[src/intel_hex_loader_macros.svh]
// assertion macros for the intel hex loader
// used by the top level; no other dependencies
`ifndef INTEL_HEX_LOADER_MACROS_SVH
`define INTEL_HEX_LOADER_MACROS_SVH

// same-cycle implication, disabled during reset
`define IHL_ASSERT_NOW(label, clk, rst, ante, cons, msg) \
   label: assert property (@(posedge clk) disable iff (rst) (ante) |-> (cons)) \
      else $error(msg);

// next-cycle implication, disabled during reset
`define IHL_ASSERT_NEXT(label, clk, rst, ante, cons, msg) \
   label: assert property (@(posedge clk) disable iff (rst) (ante) |=> (cons)) \
      else $error(msg);

`endif

[src/ihl_pkg.sv]
// shared types, codes and the nibble decode for the intel hex loader
// no dependencies
`default_nettype none

package ihl_pkg;

   // ascii codes
   localparam logic [7:0] CH_COLON   = 8'h3A;
   localparam logic [7:0] CH_ZERO    = 8'h30;
   localparam logic [7:0] CH_NINE    = 8'h39;
   localparam logic [7:0] CH_UPPER_A = 8'h41;
   localparam logic [7:0] CH_UPPER_Z = 8'h5A;
   localparam logic [7:0] CH_LOWER_A = 8'h61;
   localparam logic [7:0] NIBBLE_TEN = 8'd10;

   // record types
   localparam logic [7:0] REC_DATA = 8'h00;
   localparam logic [7:0] REC_EOF  = 8'h01;

   // header byte positions
   localparam logic [1:0] HEAD_LEN     = 2'd0;
   localparam logic [1:0] HEAD_ADDR_HI = 2'd1;
   localparam logic [1:0] HEAD_ADDR_LO = 2'd2;
   localparam logic [1:0] HEAD_TYPE    = 2'd3;

   // result kinds
   localparam logic [2:0] KIND_WRITE    = 3'd0;
   localparam logic [2:0] KIND_OK       = 3'd1;
   localparam logic [2:0] KIND_SUM_ERR  = 3'd2;
   localparam logic [2:0] KIND_TYPE_ERR = 3'd3;
   localparam logic [2:0] KIND_EARLY    = 3'd4;

   typedef enum logic [1:0] {
      PH_WAIT,
      PH_HEADER,
      PH_DATA,
      PH_CHECK
   } phase_type;

   typedef enum logic [2:0] {
      OP_IDLE,
      OP_START,
      OP_HEAD,
      OP_DATA,
      OP_CHECK,
      OP_OK,
      OP_TYPE_ERR
   } op_type;

   typedef struct packed {
      logic [7:0] char_code;
      logic       text_end;
   } req_type;

   typedef struct packed {
      logic [2:0]  kind;
      logic [15:0] write_address;
      logic [7:0]  write_data;
   } rsp_type;

   // token passed from front to back
   typedef struct packed {
      op_type     op;
      logic [1:0] head_idx;
      logic [7:0] value;
      logic       text_end;
   } tok_type;

   function automatic logic [3:0] nibble_of(input logic [7:0] c);
      logic [7:0] v;
      if (c >= CH_ZERO && c <= CH_NINE) begin
         v = c - CH_ZERO;
      end else if (c >= CH_UPPER_A && c <= CH_UPPER_Z) begin
         v = c - CH_UPPER_A + NIBBLE_TEN;
      end else begin
         v = c - CH_LOWER_A + NIBBLE_TEN;
      end
      return v[3:0];
   endfunction

endpackage

`default_nettype wire

[src/ihl_front.sv]
// front end: takes characters, pairs nibbles into bytes, tracks record layout
// depends on ihl_pkg
`default_nettype none

module ihl_front import ihl_pkg::*; (
   input  logic    clock,
   input  logic    reset,
   input  logic    req_valid,
   output logic    req_ready,
   input  req_type req_data,
   output logic    tok_valid,
   input  logic    tok_ready,
   output tok_type tok_data
);

   phase_type  phase_ff, phase_in;
   logic       held_ff, held_in;
   logic [3:0] nib_ff, nib_in;
   logic [1:0] hcount_ff, hcount_in;
   logic [7:0] len_ff, len_in;
   logic [7:0] dcount_ff, dcount_in;
   logic       done_ff, done_in;

   logic [3:0] nib_cur;
   logic [7:0] byte_val;
   logic [7:0] dcount_next;
   logic       take;
   logic       push;
   op_type     op;

   assign nib_cur     = nibble_of(req_data.char_code);
   assign byte_val    = {nib_ff, nib_cur};
   assign dcount_next = dcount_ff + 8'd1;

   // once done, characters are swallowed
   assign req_ready = done_ff | tok_ready;
   assign take      = req_valid & tok_ready & ~done_ff;

   // next state
   always_comb begin
      phase_in  = phase_ff;
      held_in   = held_ff;
      nib_in    = nib_ff;
      hcount_in = hcount_ff;
      len_in    = len_ff;
      dcount_in = dcount_ff;
      done_in   = done_ff;
      if (take) begin
         if (phase_ff == PH_WAIT) begin
            if (req_data.char_code == CH_COLON) begin
               phase_in  = PH_HEADER;
               held_in   = 1'b0;
               hcount_in = HEAD_LEN;
               dcount_in = 8'd0;
            end
         end else if (!held_ff) begin
            nib_in  = nib_cur;
            held_in = 1'b1;
         end else begin
            held_in = 1'b0;
            unique case (phase_ff)
               PH_HEADER: begin
                  if (hcount_ff == HEAD_LEN) begin
                     len_in = byte_val;
                  end
                  if (hcount_ff != HEAD_TYPE) begin
                     hcount_in = hcount_ff + 2'd1;
                  end else begin
                     hcount_in = HEAD_LEN;
                     if (byte_val == REC_DATA) begin
                        phase_in = (len_ff != 8'd0) ? PH_DATA : PH_CHECK;
                     end else begin
                        done_in = 1'b1;
                     end
                  end
               end
               PH_DATA: begin
                  dcount_in = dcount_next;
                  if (dcount_next == len_ff) begin
                     phase_in = PH_CHECK;
                  end
               end
               PH_CHECK: begin
                  phase_in = PH_WAIT;
               end
               PH_WAIT: begin
                  phase_in = PH_WAIT;
               end
            endcase
         end
         if (req_data.text_end) begin
            done_in = 1'b1;
         end
      end
   end

   // token output
   always_comb begin
      push = 1'b0;
      op   = OP_IDLE;
      unique case (phase_ff)
         PH_WAIT: begin
            if (req_data.char_code == CH_COLON) begin
               push = 1'b1;
               op   = OP_START;
            end
         end
         PH_HEADER: begin
            if (held_ff) begin
               push = 1'b1;
               op   = OP_HEAD;
               if (hcount_ff == HEAD_TYPE && byte_val != REC_DATA) begin
                  op = (byte_val == REC_EOF) ? OP_OK : OP_TYPE_ERR;
               end
            end
         end
         PH_DATA: begin
            if (held_ff) begin
               push = 1'b1;
               op   = OP_DATA;
            end
         end
         PH_CHECK: begin
            if (held_ff) begin
               push = 1'b1;
               op   = OP_CHECK;
            end
         end
      endcase
      if (req_data.text_end) begin
         push = 1'b1;
      end
   end

   assign tok_valid         = req_valid & ~done_ff & push;
   assign tok_data.op       = op;
   assign tok_data.head_idx = hcount_ff;
   assign tok_data.value    = byte_val;
   assign tok_data.text_end = req_data.text_end;

   always_ff @(posedge clock) begin
      if (reset) begin
         phase_ff  <= PH_WAIT;
         held_ff   <= 1'b0;
         hcount_ff <= HEAD_LEN;
         dcount_ff <= 8'd0;
         done_ff   <= 1'b0;
      end else begin
         phase_ff  <= phase_in;
         held_ff   <= held_in;
         hcount_ff <= hcount_in;
         dcount_ff <= dcount_in;
         done_ff   <= done_in;
      end
   end

   always_ff @(posedge clock) begin
      nib_ff <= nib_in;
      len_ff <= len_in;
   end

endmodule

`default_nettype wire

[src/ihl_queue.sv]
// short token queue between the front and back ends
// depends on ihl_pkg
`default_nettype none

module ihl_queue import ihl_pkg::*; #(
   parameter int DEPTH = 4
) (
   input  logic    clock,
   input  logic    reset,
   input  logic    push_valid,
   output logic    push_ready,
   input  tok_type push_data,
   output logic    pop_valid,
   input  logic    pop_ready,
   output tok_type pop_data
);

   localparam int PW = (DEPTH > 1) ? $clog2(DEPTH) : 1;
   localparam int CW = $clog2(DEPTH + 1);
   localparam logic [PW-1:0] LAST = PW'(DEPTH - 1);
   localparam logic [CW-1:0] FULL = CW'(DEPTH);

   tok_type         entries_ff [DEPTH];
   logic [PW-1:0]   wr_ptr_ff, wr_ptr_in;
   logic [PW-1:0]   rd_ptr_ff, rd_ptr_in;
   logic [CW-1:0]   count_ff, count_in;
   logic            do_push;
   logic            do_pop;

   assign push_ready = (count_ff != FULL);
   assign pop_valid  = (count_ff != '0);
   assign pop_data   = entries_ff[rd_ptr_ff];
   assign do_push    = push_valid & push_ready;
   assign do_pop     = pop_valid & pop_ready;

   always_comb begin
      wr_ptr_in = wr_ptr_ff;
      rd_ptr_in = rd_ptr_ff;
      count_in  = count_ff;
      if (do_push) begin
         wr_ptr_in = (wr_ptr_ff == LAST) ? '0 : wr_ptr_ff + PW'(1);
      end
      if (do_pop) begin
         rd_ptr_in = (rd_ptr_ff == LAST) ? '0 : rd_ptr_ff + PW'(1);
      end
      if (do_push && !do_pop) begin
         count_in = count_ff + CW'(1);
      end else if (!do_push && do_pop) begin
         count_in = count_ff - CW'(1);
      end
   end

   always_ff @(posedge clock) begin
      if (reset) begin
         wr_ptr_ff <= '0;
         rd_ptr_ff <= '0;
         count_ff  <= '0;
      end else begin
         wr_ptr_ff <= wr_ptr_in;
         rd_ptr_ff <= rd_ptr_in;
         count_ff  <= count_in;
      end
   end

   always_ff @(posedge clock) begin
      if (do_push) begin
         entries_ff[wr_ptr_ff] <= push_data;
      end
   end

endmodule

`default_nettype wire

[src/ihl_back.sv]
// back end: address and checksum tracking, result register
// depends on ihl_pkg
`default_nettype none

module ihl_back import ihl_pkg::*; (
   input  logic    clock,
   input  logic    reset,
   input  logic    tok_valid,
   output logic    tok_ready,
   input  tok_type tok_data,
   output logic    rsp_valid,
   input  logic    rsp_ready,
   output rsp_type rsp_data
);

   logic        finished_ff, finished_in;
   logic [15:0] addr_ff, addr_in;
   logic [7:0]  sum_ff, sum_in;
   logic [7:0]  off_ff, off_in;
   logic        rsp_valid_ff, rsp_valid_in;
   rsp_type     rsp_ff;

   logic        pop;
   logic        emit;
   logic        finish;
   logic [7:0]  sum_neg;
   rsp_type     rsp_in;

   assign tok_ready = ~rsp_valid_ff | rsp_ready;
   assign pop       = tok_valid & tok_ready;
   assign sum_neg   = 8'd0 - sum_ff;

   always_comb begin
      addr_in = addr_ff;
      sum_in  = sum_ff;
      off_in  = off_ff;
      emit    = 1'b0;
      finish  = 1'b0;
      rsp_in  = '{kind: KIND_WRITE, write_address: 16'd0, write_data: 8'd0};
      if (pop && !finished_ff) begin
         unique case (tok_data.op)
            OP_START: begin
               sum_in = 8'd0;
               off_in = 8'd0;
            end
            OP_HEAD: begin
               sum_in = sum_ff + tok_data.value;
               if (tok_data.head_idx == HEAD_ADDR_HI) begin
                  addr_in[15:8] = tok_data.value;
               end
               if (tok_data.head_idx == HEAD_ADDR_LO) begin
                  addr_in[7:0] = tok_data.value;
               end
            end
            OP_DATA: begin
               emit                 = 1'b1;
               rsp_in.kind          = KIND_WRITE;
               rsp_in.write_address = addr_ff + 16'(off_ff);
               rsp_in.write_data    = tok_data.value;
               sum_in               = sum_ff + tok_data.value;
               off_in               = off_ff + 8'd1;
            end
            OP_CHECK: begin
               if (sum_neg != tok_data.value) begin
                  emit        = 1'b1;
                  finish      = 1'b1;
                  rsp_in.kind = KIND_SUM_ERR;
               end
            end
            OP_OK: begin
               emit        = 1'b1;
               finish      = 1'b1;
               rsp_in.kind = KIND_OK;
            end
            OP_TYPE_ERR: begin
               emit        = 1'b1;
               finish      = 1'b1;
               rsp_in.kind = KIND_TYPE_ERR;
            end
            OP_IDLE: begin
               emit = 1'b0;
            end
            default: begin
               emit = 1'b0;
            end
         endcase
         // text end overrides a write from the same character
         if (!finish && tok_data.text_end) begin
            emit        = 1'b1;
            finish      = 1'b1;
            rsp_in.kind = KIND_EARLY;
         end
         if (rsp_in.kind != KIND_WRITE) begin
            rsp_in.write_address = 16'd0;
            rsp_in.write_data    = 8'd0;
         end
      end
      finished_in  = finished_ff | finish;
      rsp_valid_in = emit | (rsp_valid_ff & ~rsp_ready);
   end

   always_ff @(posedge clock) begin
      if (reset) begin
         finished_ff  <= 1'b0;
         addr_ff      <= 16'd0;
         sum_ff       <= 8'd0;
         off_ff       <= 8'd0;
         rsp_valid_ff <= 1'b0;
      end else begin
         finished_ff  <= finished_in;
         addr_ff      <= addr_in;
         sum_ff       <= sum_in;
         off_ff       <= off_in;
         rsp_valid_ff <= rsp_valid_in;
      end
   end

   always_ff @(posedge clock) begin
      if (emit) begin
         rsp_ff <= rsp_in;
      end
   end

   assign rsp_valid = rsp_valid_ff;
   assign rsp_data  = rsp_ff;

endmodule

`default_nettype wire

[src/intel_hex_loader.sv]
// intel hex loader top level: front end, token queue, back end
// depends on ihl_pkg, ihl_front, ihl_queue, ihl_back, intel_hex_loader_macros.svh
//
// usage:
//   req channel carries one ascii character per transfer (char_code) and a
//   text_end flag that marks the last character of the text
//   rsp channel carries zero or one result per character: a byte write
//   (address and data) for each data byte, or one terminal result (load ok,
//   checksum error, unsupported record type, text ended early)
//   a character may be taken every cycle; the front end pairs nibbles and
//   tracks record layout, the back end tracks address, offset and checksum
//   a character that yields a token has it written into the token queue as it is
//   taken; the back end later pops it into the result register behind rsp_valid
//   throughput: one character per cycle while req_ready stays high, set by the
//   front end state update and the queue pop into the result register
//   receiver stall: the result register holds, the queue fills, and req_ready
//   drops once the queue is full; nothing is dropped
//   after a terminal result every character is accepted and ignored
//   reset (synchronous, active high) returns to waiting for a colon and
//   empties the queue and result register
`default_nettype none

`include "intel_hex_loader_macros.svh"

module intel_hex_loader import ihl_pkg::*; #(
   parameter int QUEUE_DEPTH = 4
) (
   input  logic    clock,
   input  logic    reset,
   input  logic    req_valid,
   output logic    req_ready,
   input  req_type req_data,
   output logic    rsp_valid,
   input  logic    rsp_ready,
   output rsp_type rsp_data
);

   // front to queue
   logic    fq_valid;
   logic    fq_ready;
   tok_type fq_data;

   // queue to back
   logic    qb_valid;
   logic    qb_ready;
   tok_type qb_data;

   ihl_front u_front (
      .clock     (clock),
      .reset     (reset),
      .req_valid (req_valid),
      .req_ready (req_ready),
      .req_data  (req_data),
      .tok_valid (fq_valid),
      .tok_ready (fq_ready),
      .tok_data  (fq_data)
   );

   ihl_queue #(
      .DEPTH (QUEUE_DEPTH)
   ) u_queue (
      .clock      (clock),
      .reset      (reset),
      .push_valid (fq_valid),
      .push_ready (fq_ready),
      .push_data  (fq_data),
      .pop_valid  (qb_valid),
      .pop_ready  (qb_ready),
      .pop_data   (qb_data)
   );

   ihl_back u_back (
      .clock     (clock),
      .reset     (reset),
      .tok_valid (qb_valid),
      .tok_ready (qb_ready),
      .tok_data  (qb_data),
      .rsp_valid (rsp_valid),
      .rsp_ready (rsp_ready),
      .rsp_data  (rsp_data)
   );

   // result-side conditions watched by the assertions
   logic term_xfer;
   logic rsp_term;
   logic term_clear;
   logic kind_known;

   assign term_xfer  = rsp_valid & rsp_ready & (rsp_data.kind != KIND_WRITE);
   assign rsp_term   = rsp_valid & (rsp_data.kind != KIND_WRITE);
   assign term_clear = (rsp_data.write_address == 16'd0) & (rsp_data.write_data == 8'd0);
   assign kind_known = rsp_data.kind inside {KIND_WRITE, KIND_OK, KIND_SUM_ERR,
                                             KIND_TYPE_ERR, KIND_EARLY};

   // nothing follows the transfer of a terminal result
   `IHL_ASSERT_NEXT(a_quiet_after_end, clock, reset, term_xfer, !rsp_valid, "result after end")

   // only writes carry address and data
   `IHL_ASSERT_NOW(a_terminal_zero, clock, reset, rsp_term, term_clear, "terminal payload")

   // kind stays within the defined codes
   `IHL_ASSERT_NOW(a_kind_range, clock, reset, rsp_valid, kind_known, "undefined result kind")

endmodule

`default_nettype wire

[config.mk]
export PLATFORM = sky130hd
export DESIGN_NAME = intel_hex_loader
export DESIGN_NICKNAME = d
export VERILOG_FILES = /design/src/ihl_pkg.sv /design/src/ihl_front.sv /design/src/ihl_queue.sv /design/src/ihl_back.sv /design/src/intel_hex_loader.sv
export VERILOG_INCLUDE_DIRS = /design/src /design/src/src
export SDC_FILE = /design/constraint.sdc
export NUM_CORES = 1
export LEC_CHECK = 0
export ABC_AREA = 1
export BUFFER_PORTS_ARGS = -buffer_cell sky130_fd_sc_hd__buf_2
export CAP_MARGIN = 20
export CORE_UTILIZATION = 55
export CTS_CLUSTER_DIAMETER = 60
export DETAILED_ROUTE_END_ITERATION = 10
export GPL_ROUTABILITY_DRIVEN = 0
export PLACE_DENSITY = 0.76
export SYNTH_ARGS = -nofsm -noshare
export SYNTH_HDL_FRONTEND = slang
export SYNTH_HIERARCHICAL = 1
export SYNTH_SLANG_ARGS = --single-unit
[constraint.sdc]
create_clock -name clock -period 2.8 [get_ports clock]
set_input_delay 0.28 -clock clock [delete_from_list [all_inputs] [get_ports clock]]
set_output_delay 0.28 -clock clock [all_outputs]
set_load 0.1 [all_outputs]
* Word-level counts from Yosys, hierarchy flattened
Memories as Yosys holds them, arrays and structs flattened. A register that Yosys moved wholly into a read port is not among the register bits.
Index checks and enable logic that the tools add are counted.
** Word-level totals
- Register bits after elaboration :: 94
- Word-level logic and storage cells :: 187
- Bits in writable memories :: 56
- Memories :: 1
- Input bits :: 13
** Operators by class
- Order comparisons :: 4
- Bitwise operators :: 18
- Reductions and logical operators :: 42
- $add $sub $neg :: 15
- Equal/unequal tests :: 27
- Multiplexer cells :: 61
** Memory list
- u_queue.entries_ff :: words 4, bits a word 14, rd ports 1, clocked after memory_dff 1, wr ports 1, line ihl_queue.sv:23 : tok_type entries_ff [DEPTH];
** Operators by type and width (count)
- $mux 2 :: 18
- $mux 8 :: 4
- $pmux 8 s2 :: 2
- $mux 1 :: 22
- $mux 3 :: 7
- $add 16x8->16 :: 1
- $add 8x1->8 const B :: 2
- $reduce_bool 2->1 :: 8
- $reduce_bool 8->1 :: 2
- $eq 2x2->1 const B :: 6
- $pmux 2 s3 :: 2
- $pmux 3 s4 :: 1
- $reduce_and 6->1 :: 2
- $sub 4x1->4 const B :: 3
- $ne 2x2->1 const B :: 5
- $eq 3x3->1 const B :: 3
- $reduce_and 3->1 :: 3
- $reduce_or 3->1 :: 3
- $add 4x4->4 const B :: 2
- $add 8x8->8 :: 1
- $eq 8x1->1 const B :: 1
- $eq 8x6->1 const B :: 1
- $eq 8x8->1 :: 1
- $ge 8x6->1 const B :: 1
- other kinds (28) :: 66

* Longest topological paths before layout
Gate-level depths: netlist of run 1.
- Depth after elaboration :: 11
- Depth in mapped cells :: 17
- Gate-level depth less buffers :: 17

* Modules after synthesis
Netlist of run 1, hierarchy kept.
** By module, submodules not included
- ihl_back :: cells each 429, times used 1, sequential area each 1491.4 um^2, area each 3507.1 um^2
- ihl_queue :: cells each 204, times used 1, sequential area each 1861.8 um^2, area each 2596.2 um^2
- ihl_front :: cells each 241, times used 1, sequential area each 640.6 um^2, area each 1727.9 um^2

* Worst setup path after synthesis of run 1
No wires, ideal clock.
- Kind :: reg2reg
- From :: register (tool-made name)
- To :: register u_back.rsp_ff (netlist bit u_back/rsp_data[0]), enable pin
- Path slack :: 0.149 ns
- Cell stages (with the launch flop) :: 11
- Clock period less this slack :: 2.651 ns
- Data arrival time :: 2.269 ns
- Data required time :: 2.418 ns
- Path through :: dfxtp_1 buf_6 buf_6 nor2_1 o22ai_1 inv_4 nor3_1 a21oi_1 o211ai_1 nand2_1 inv_1
** RTL lines
- to (signal assigned) :: line ihl_back.sv:120 : rsp_ff <= rsp_in;
- to (decl) :: line ihl_back.sv:21 : rsp_type rsp_ff;

==> results.ini, run 1 <==
[outcome]
outcome = finished, final reports clean

[synth]
synth-async-reset-ratio_pct = 0
syn_area_per_cell_um2 = 8.96
syn_inst = 874
syn_area_um2 = 7830
syn_nets = 925
synth_seq_area_share_pct = 51.0
synth_edf_count = 95
synth_cell_types = 54
synth-seq-cells = 152
ys_warn_count = 6
synthFlopType = edfxtp_1

[placed_design]
io_buffers = 41
place_ws_ns = 0.242
place_hpwl_um = 11200

[finish]
layout.nets = 989
final_cell_mix = nand2_1, nor2_1, inv_1, edfxtp_1, dfxtp_1
drive_gt1_share_pct = 15.7
layout_commonest_cell = nand2_1
area_growth_pct = 14.2
n_antenna_cell = 0

[run]
drv_cap = 0

[drt]
drt-total-wl_um = 16000
drc_errors = 0
first_pass_iters = 5
vias = 6063
drt_iter0_markers = 391
detail_route.wl_per_cell_um = 14.2
viasPerCell = 5.36
ant_nets = 0

[hold_path]
whs_endpoint = u_queue/entries_ff[1][0]
hold_path_startpoint = req_data[0]
hold_depth = 1
worstHoldPathType = input pin to flop

[power_and_ir_drop]
p_leak_uw = 0.00362
powerDensity_nw_per_um2 = 1150
irDropWorstVdd_v = 0.000463
p_total_uw = 10300

[setup_path]
crit_path_cell_trace = buf_4, o21ai_0, o22ai_1, inv_1, nand2_1, nand2_1, nand2_1, nand3_1, nor2_1, nand4_1, nand2_1, o211ai_1, nand2_1, inv_1, buf_12
regToRegEndpoint = u_back/rsp_data[6]
cpMostUsedCell = nand2_1
crit_buf_inv = 4
path_max_fanout = 27
path_delay_family = simple AND/OR/NAND/NOR gates
cp-start-kind = flop
max_stage_delay_ns = 0.40
critPathKind = flop to flop
crit_path_end_kind = flop
cp_data_arrival_time_ns = 2.73
crit_required_ns = 2.98
worstRegToRegCells = 15
reg2reg_slack_ns = 0.25
slowest_stage = dfxtp_1

[timing]
fmax_mhz = 392
slew_headroom_pct = 48.6
finalCriticalPeriod_ns = 2.55
setup_viol = 0
grt_setup_unrepaired = no
hold_viol = 0
setup_tns_ns = 0
finClkSkew_ns = 0.00615
timing.hold.ws_ns = 0.113
fin_crit_sh_pct = 91.1
setup_ws_ns = 0.249
tightest_slew_ns = 0.769
slew_viol_final = 0

[global_route]
gr-total-overflow = 0
grt_pass1_vias = 5785
grt_pass1_wl_um = 26500
track_usage_pct = 23.5
grt_max_degree = 35
antenna_found_initial = 0

[die]
dieArea_um2 = 14700
ioPinCount = 42
rows = 43
fp.dieH_um = 121
die_w_um = 121
core_um2 = 13900
initial_core_util_pct = 56.4

[clock_tree]
cts_root_buffer = clkbuf_16
clock_sinks = 152
clk_pin_slew_ns = 0.06
clkLatencyLatePin_ns = 0.43
hold_buffers = 0
cts_max_level = 4
cts_tree = yes
numCtsBuffers = 17
ctsLongestPathBuffers = 2

## synthesized netlist by cell type, drive strengths merged (6+ instances only)
master,n,area [µm²]
dfxtp,57,1140
nor3,8,73.8
o21ai,52,268
nand3,51,290
buf,11,110
nand2,167,654
inv,113,427
nor4,6,58.8
o22ai,14,87.6
ha,35,438
nand4,14,93.8
a21oi,51,259
a211oi,17,148
edfxtp,95,2850
nor2,135,534
clkbuf,6,23.8
## report_power, final
group / total (µW) / internal [µW] / switching, µW
clock network: 2410 / 1490 / 923
registers: 3070 / 2880 / 194
logic: 4830 / 1190 / 3650
## metal layers
| layer | track usage, % | share of wire [%] | up-vias |
|---|---|---|---|
| met4 | 11.4 | 3.0 | 0 |
| li1 | - | - | 3070 |
| met5 | 0 | 0 | - |
| met2 | 41.7 | 51 | 173 |
| met1 | 26.7 | 42 | 2775 |
| met3 | 5.03 | 4.5 | 45 |
## state kept, by name, summed over array words and instances (netlist names), named ones only
signal              cells
u_front/held_ff         1
u_queue/rd_ptr_ff       2
u_back/rsp_valid        1
u_back/sum_ff           8
u_front/phase_ff        2
u_front/nib_ff          4
u_back/addr_ff         16
u_front/hcount_ff       2
u_queue/wr_ptr_ff       2
u_front/done_ff         1
u_front/len_ff          8
u_queue/count_ff        3
u_back/off_ff           8
u_front/dcount_ff       8
u_queue/entries_ff     56
u_back/finished_ff      1
u_back/rsp_data        27
## cell type report
cell class	instances	area, µm²
inverter	113	427
clock inverter	12	160
tap	180	225
multi-input combinational	592	3290
timing repair buffer	62	375
sequential	152	3990
fill	1142	4940
clock buffer	20	468
## timing repair
item,in CTS,in global routing
endpoints found under the setup margin,0,28
setup buffers,0,0
gates resized for setup,0,3
## logic make-up after synthesis
group / synth area share [%]
DFF: 51.0
adders and majority gates: 6.36
AOI/OAI and AO/OA: 11.2
xor gates and xnor gates: 1.01
buffers and inverters: 7.16
and+or+nand+nor: 23.3
## through the flow
stage          instances  cell area (µm²)  utilization (%)
2_1_floorplan        874             7830                -
3_3_place_gp        1099             8300             59.8
3_5_place_dp        1099             8300             59.8
4_1_cts             1131             8930             64.3
5_1_grt             1131             8940             64.4
6_report            1131             8940             64.4
## how the worst max path moves through the flow
stage / startpoint / cells past startpoint / to
3_3_place_gp: u_front/phase_ff[0] / 16 / u_queue/count_ff[2]
5_1_grt: u_front/phase_ff[0] / 16 / u_queue/count_ff[2]
6_report: flop / 15 / u_back/rsp_data[6]
3_5_place_dp: u_front/phase_ff[0] / 16 / u_queue/count_ff[2]
2_1_floorplan: flop / 10 / u_back/rsp_data[0]
4_1_cts: u_front/phase_ff[0] / 16 / u_queue/count_ff[2]
Note: power is estimated with default switching activity, not from simulation.
==> inputs of run 2 (changes only) <==
--- a/config.mk
+++ b/config.mk
@@ -10,10 +10,12 @@
 export BUFFER_PORTS_ARGS = -buffer_cell sky130_fd_sc_hd__buf_2
 export CAP_MARGIN = 20
 export CORE_UTILIZATION = 55
+export CTS_BUF_LIST = sky130_fd_sc_hd__clkbuf_16
 export CTS_CLUSTER_DIAMETER = 60
 export DETAILED_ROUTE_END_ITERATION = 10
 export GPL_ROUTABILITY_DRIVEN = 0
 export PLACE_DENSITY = 0.76
+export SLEW_MARGIN = 40
 export SYNTH_ARGS = -nofsm -noshare
 export SYNTH_HDL_FRONTEND = slang
 export SYNTH_HIERARCHICAL = 1
==> run 2 against run 1 <==
Clock skew hardly changed. Combinational power about the same. Largest power group unchanged. Non-clock buffer count unchanged. Critical path type unchanged. Critical endpoint unchanged. Routed wire length decreased by 1.0%.
==> results.ini, run 2 (synthesized netlist as in run 1, its figures left out) <==
[outcome]
outcome = finished, final reports clean  ; unchanged

[clock_tree]
cts_setup_buffers = 0  ; unchanged
clock_sinks = 152  ; unchanged
cts_max_level = 4  ; unchanged
post_cts_resized = 0  ; unchanged
clk_pin_slew_ns = 0.06  ; about the same
clkLatencyLatePin_ns = 0.43  ; about the same
cts_tree = yes  ; unchanged
numCtsBuffers = 17  ; unchanged
ctsLongestPathBuffers = 2  ; unchanged
hold_buffers = 0  ; unchanged
cts_root_buffer = clkbuf_16  ; unchanged

[finish]
largest_register = u_queue/entries_ff  ; unchanged
n_antenna_cell = 0  ; unchanged
multi_input_area_um2 = 3300  ; was 3290 µm²
layout_commonest_cell = nand2_1  ; unchanged
final_cell_mix = nand2_1, nor2_1, inv_1, edfxtp_1, dfxtp_1  ; unchanged
ff_latch_area_um2 = 3990  ; unchanged
largest_reg_flops = 56  ; unchanged
drive_gt1_share_pct = 15.7  ; unchanged
layout.nets = 989  ; unchanged
fin_area_um2 = 8930  ; was 8940 µm²
fill_cells = 1155  ; was 1142
area_growth_pct = 14.1  ; was 14.2%

[timing]
setup_ws_ns = 0.219  ; was 0.249 ns
fin_crit_sh_pct = 92.2  ; was 91.1%
grt_setup_unrepaired = no  ; unchanged
fmax_mhz = 387  ; was 392 MHz
slew_viol_final = 0  ; unchanged
tightest_slew_ns = 0.739  ; was 0.769 ns
setup_tns_ns = 0  ; unchanged
finalCriticalPeriod_ns = 2.58  ; was 2.55 ns
setup_viol = 0  ; unchanged
hold_viol = 0  ; unchanged
finClkSkew_ns = 0.00617  ; was 0.00615 ns
slew_headroom_pct = 50.6  ; was 48.6%

[drt]
ant_nets = 0  ; unchanged
first_pass_iters = 5  ; unchanged
viasPerCell = 5.34  ; was 5.36
drt_iter0_markers = 363  ; was 391
vias = 6045  ; was 6063
drc_errors = 0  ; unchanged
drt-total-wl_um = 15900  ; was 16000 µm
detail_route.wl_per_cell_um = 14.0  ; was 14.2 µm

[placed_design]
place_hpwl_um = 11200  ; unchanged
io_buffers = 41  ; unchanged
place_area_um2 = 8300  ; unchanged
place_ws_ns = 0.242  ; unchanged

[hold_path]
hold_depth = 1  ; unchanged
worstHoldPathType = input pin to flop  ; unchanged
hold_path_startpoint = req_data[0]  ; unchanged
whs_endpoint = u_queue/entries_ff[1][0]  ; unchanged

[setup_path]
cp-start-kind = flop  ; unchanged
cp_data_arrival_time_ns = 2.76  ; was 2.73 ns
worstRegToRegCells = 15  ; unchanged
reg2reg_slack_ns = 0.22  ; was 0.25 ns
critPathKind = flop to flop  ; unchanged
crit_required_ns = 2.98  ; about the same
path_max_fanout = 27  ; unchanged
regToRegEndpoint = u_back/rsp_data[6]  ; unchanged
crit_path_end_kind = flop  ; unchanged

[die]
dieArea_um2 = 14700  ; unchanged
core_um2 = 13900  ; unchanged
die_w_um = 121  ; unchanged
ioPinCount = 42  ; unchanged
rows = 43  ; unchanged
initial_core_util_pct = 56.4  ; unchanged
fp.dieH_um = 121  ; unchanged

[global_route]
gr-total-overflow = 0  ; unchanged
grt_max_degree = 35  ; unchanged
grt_pass1_vias = 5730  ; was 5785
antenna_found_initial = 0  ; unchanged
track_usage_pct = 23.3  ; was 23.5%
grt_pass1_wl_um = 26300  ; was 26500 µm

[power_and_ir_drop]
powerDensity_nw_per_um2 = 1150  ; about the same
p_total_uw = 10300  ; about the same
irDropWorstVdd_v = 0.000464  ; was 0.000463 V
p_leak_uw = 0.00362  ; about the same

[run]
drv_cap = 0  ; unchanged

## run 2: worst max path at each step
stage          cells after the start                start                  end
4_1_cts                           16  u_front/phase_ff[0]  u_queue/count_ff[2]
3_5_place_dp                      16  u_front/phase_ff[0]  u_queue/count_ff[2]
5_1_grt                           15                 flop   u_back/rsp_data[6]
3_3_place_gp                      16  u_front/phase_ff[0]  u_queue/count_ff[2]
6_report                          15                 flop   u_back/rsp_data[6]
2_1_floorplan                     10                 flop   u_back/rsp_data[0]
## run 2: worst max-delay path, cell delays in order (launching register included)
cell and delay [ns]:
dfxtp_1 0.40, buf_4 0.24, o21ai_0 0.15, o22ai_1 0.33
inv_1 0.16, nand2_1 0.10, nand2_1 0.05, nand2_1 0.05
nand3_1 0.08, nor2_1 0.11, nand4_1 0.13, nand2_1 0.11
o211ai_1 0.09, nand2_1 0.09, inv_1 0.07, buf_12 0.16
## run 2: per-layer routing
metal  GRT usage [%]  wire length (µm)  share of wire (%)
met1            26.7              6700                 42
met5               0                 0                  0
met2            41.2              8080                 51
met3            5.17               694                4.4
met4            10.5               388                2.4
## run 2: report_power, final
group | switching (µW) | leakage (µW) | internal, µW
Sequential | 196 | 0.00135 | 2880
Combinational | 3660 | 0.00196 | 1190
Clock | 926 | 0.000306 | 1460
Total | 4780 | 0.00362 | 5520
## run 2: stage by stage
step           utilization [%]  cells  hold slack [ns]
2_1_floorplan                -    874            0.349
4_1_cts                   64.2   1131           0.0889
5_1_grt                   64.4   1131            0.101
3_5_place_dp              59.8   1099            0.472
3_3_place_gp              59.8   1099            0.466
6_report                  64.4   1131            0.110
## run 2: cell type report
type	instances	area share (%)
Inverter	113	4.78
Multi-Input combinational cell	592	36.9
Sequential cell	152	44.7
Clock buffer	18	5.04
Clock inverter	14	1.88
Timing Repair Buffer	62	4.20
Tap cell	180	2.52
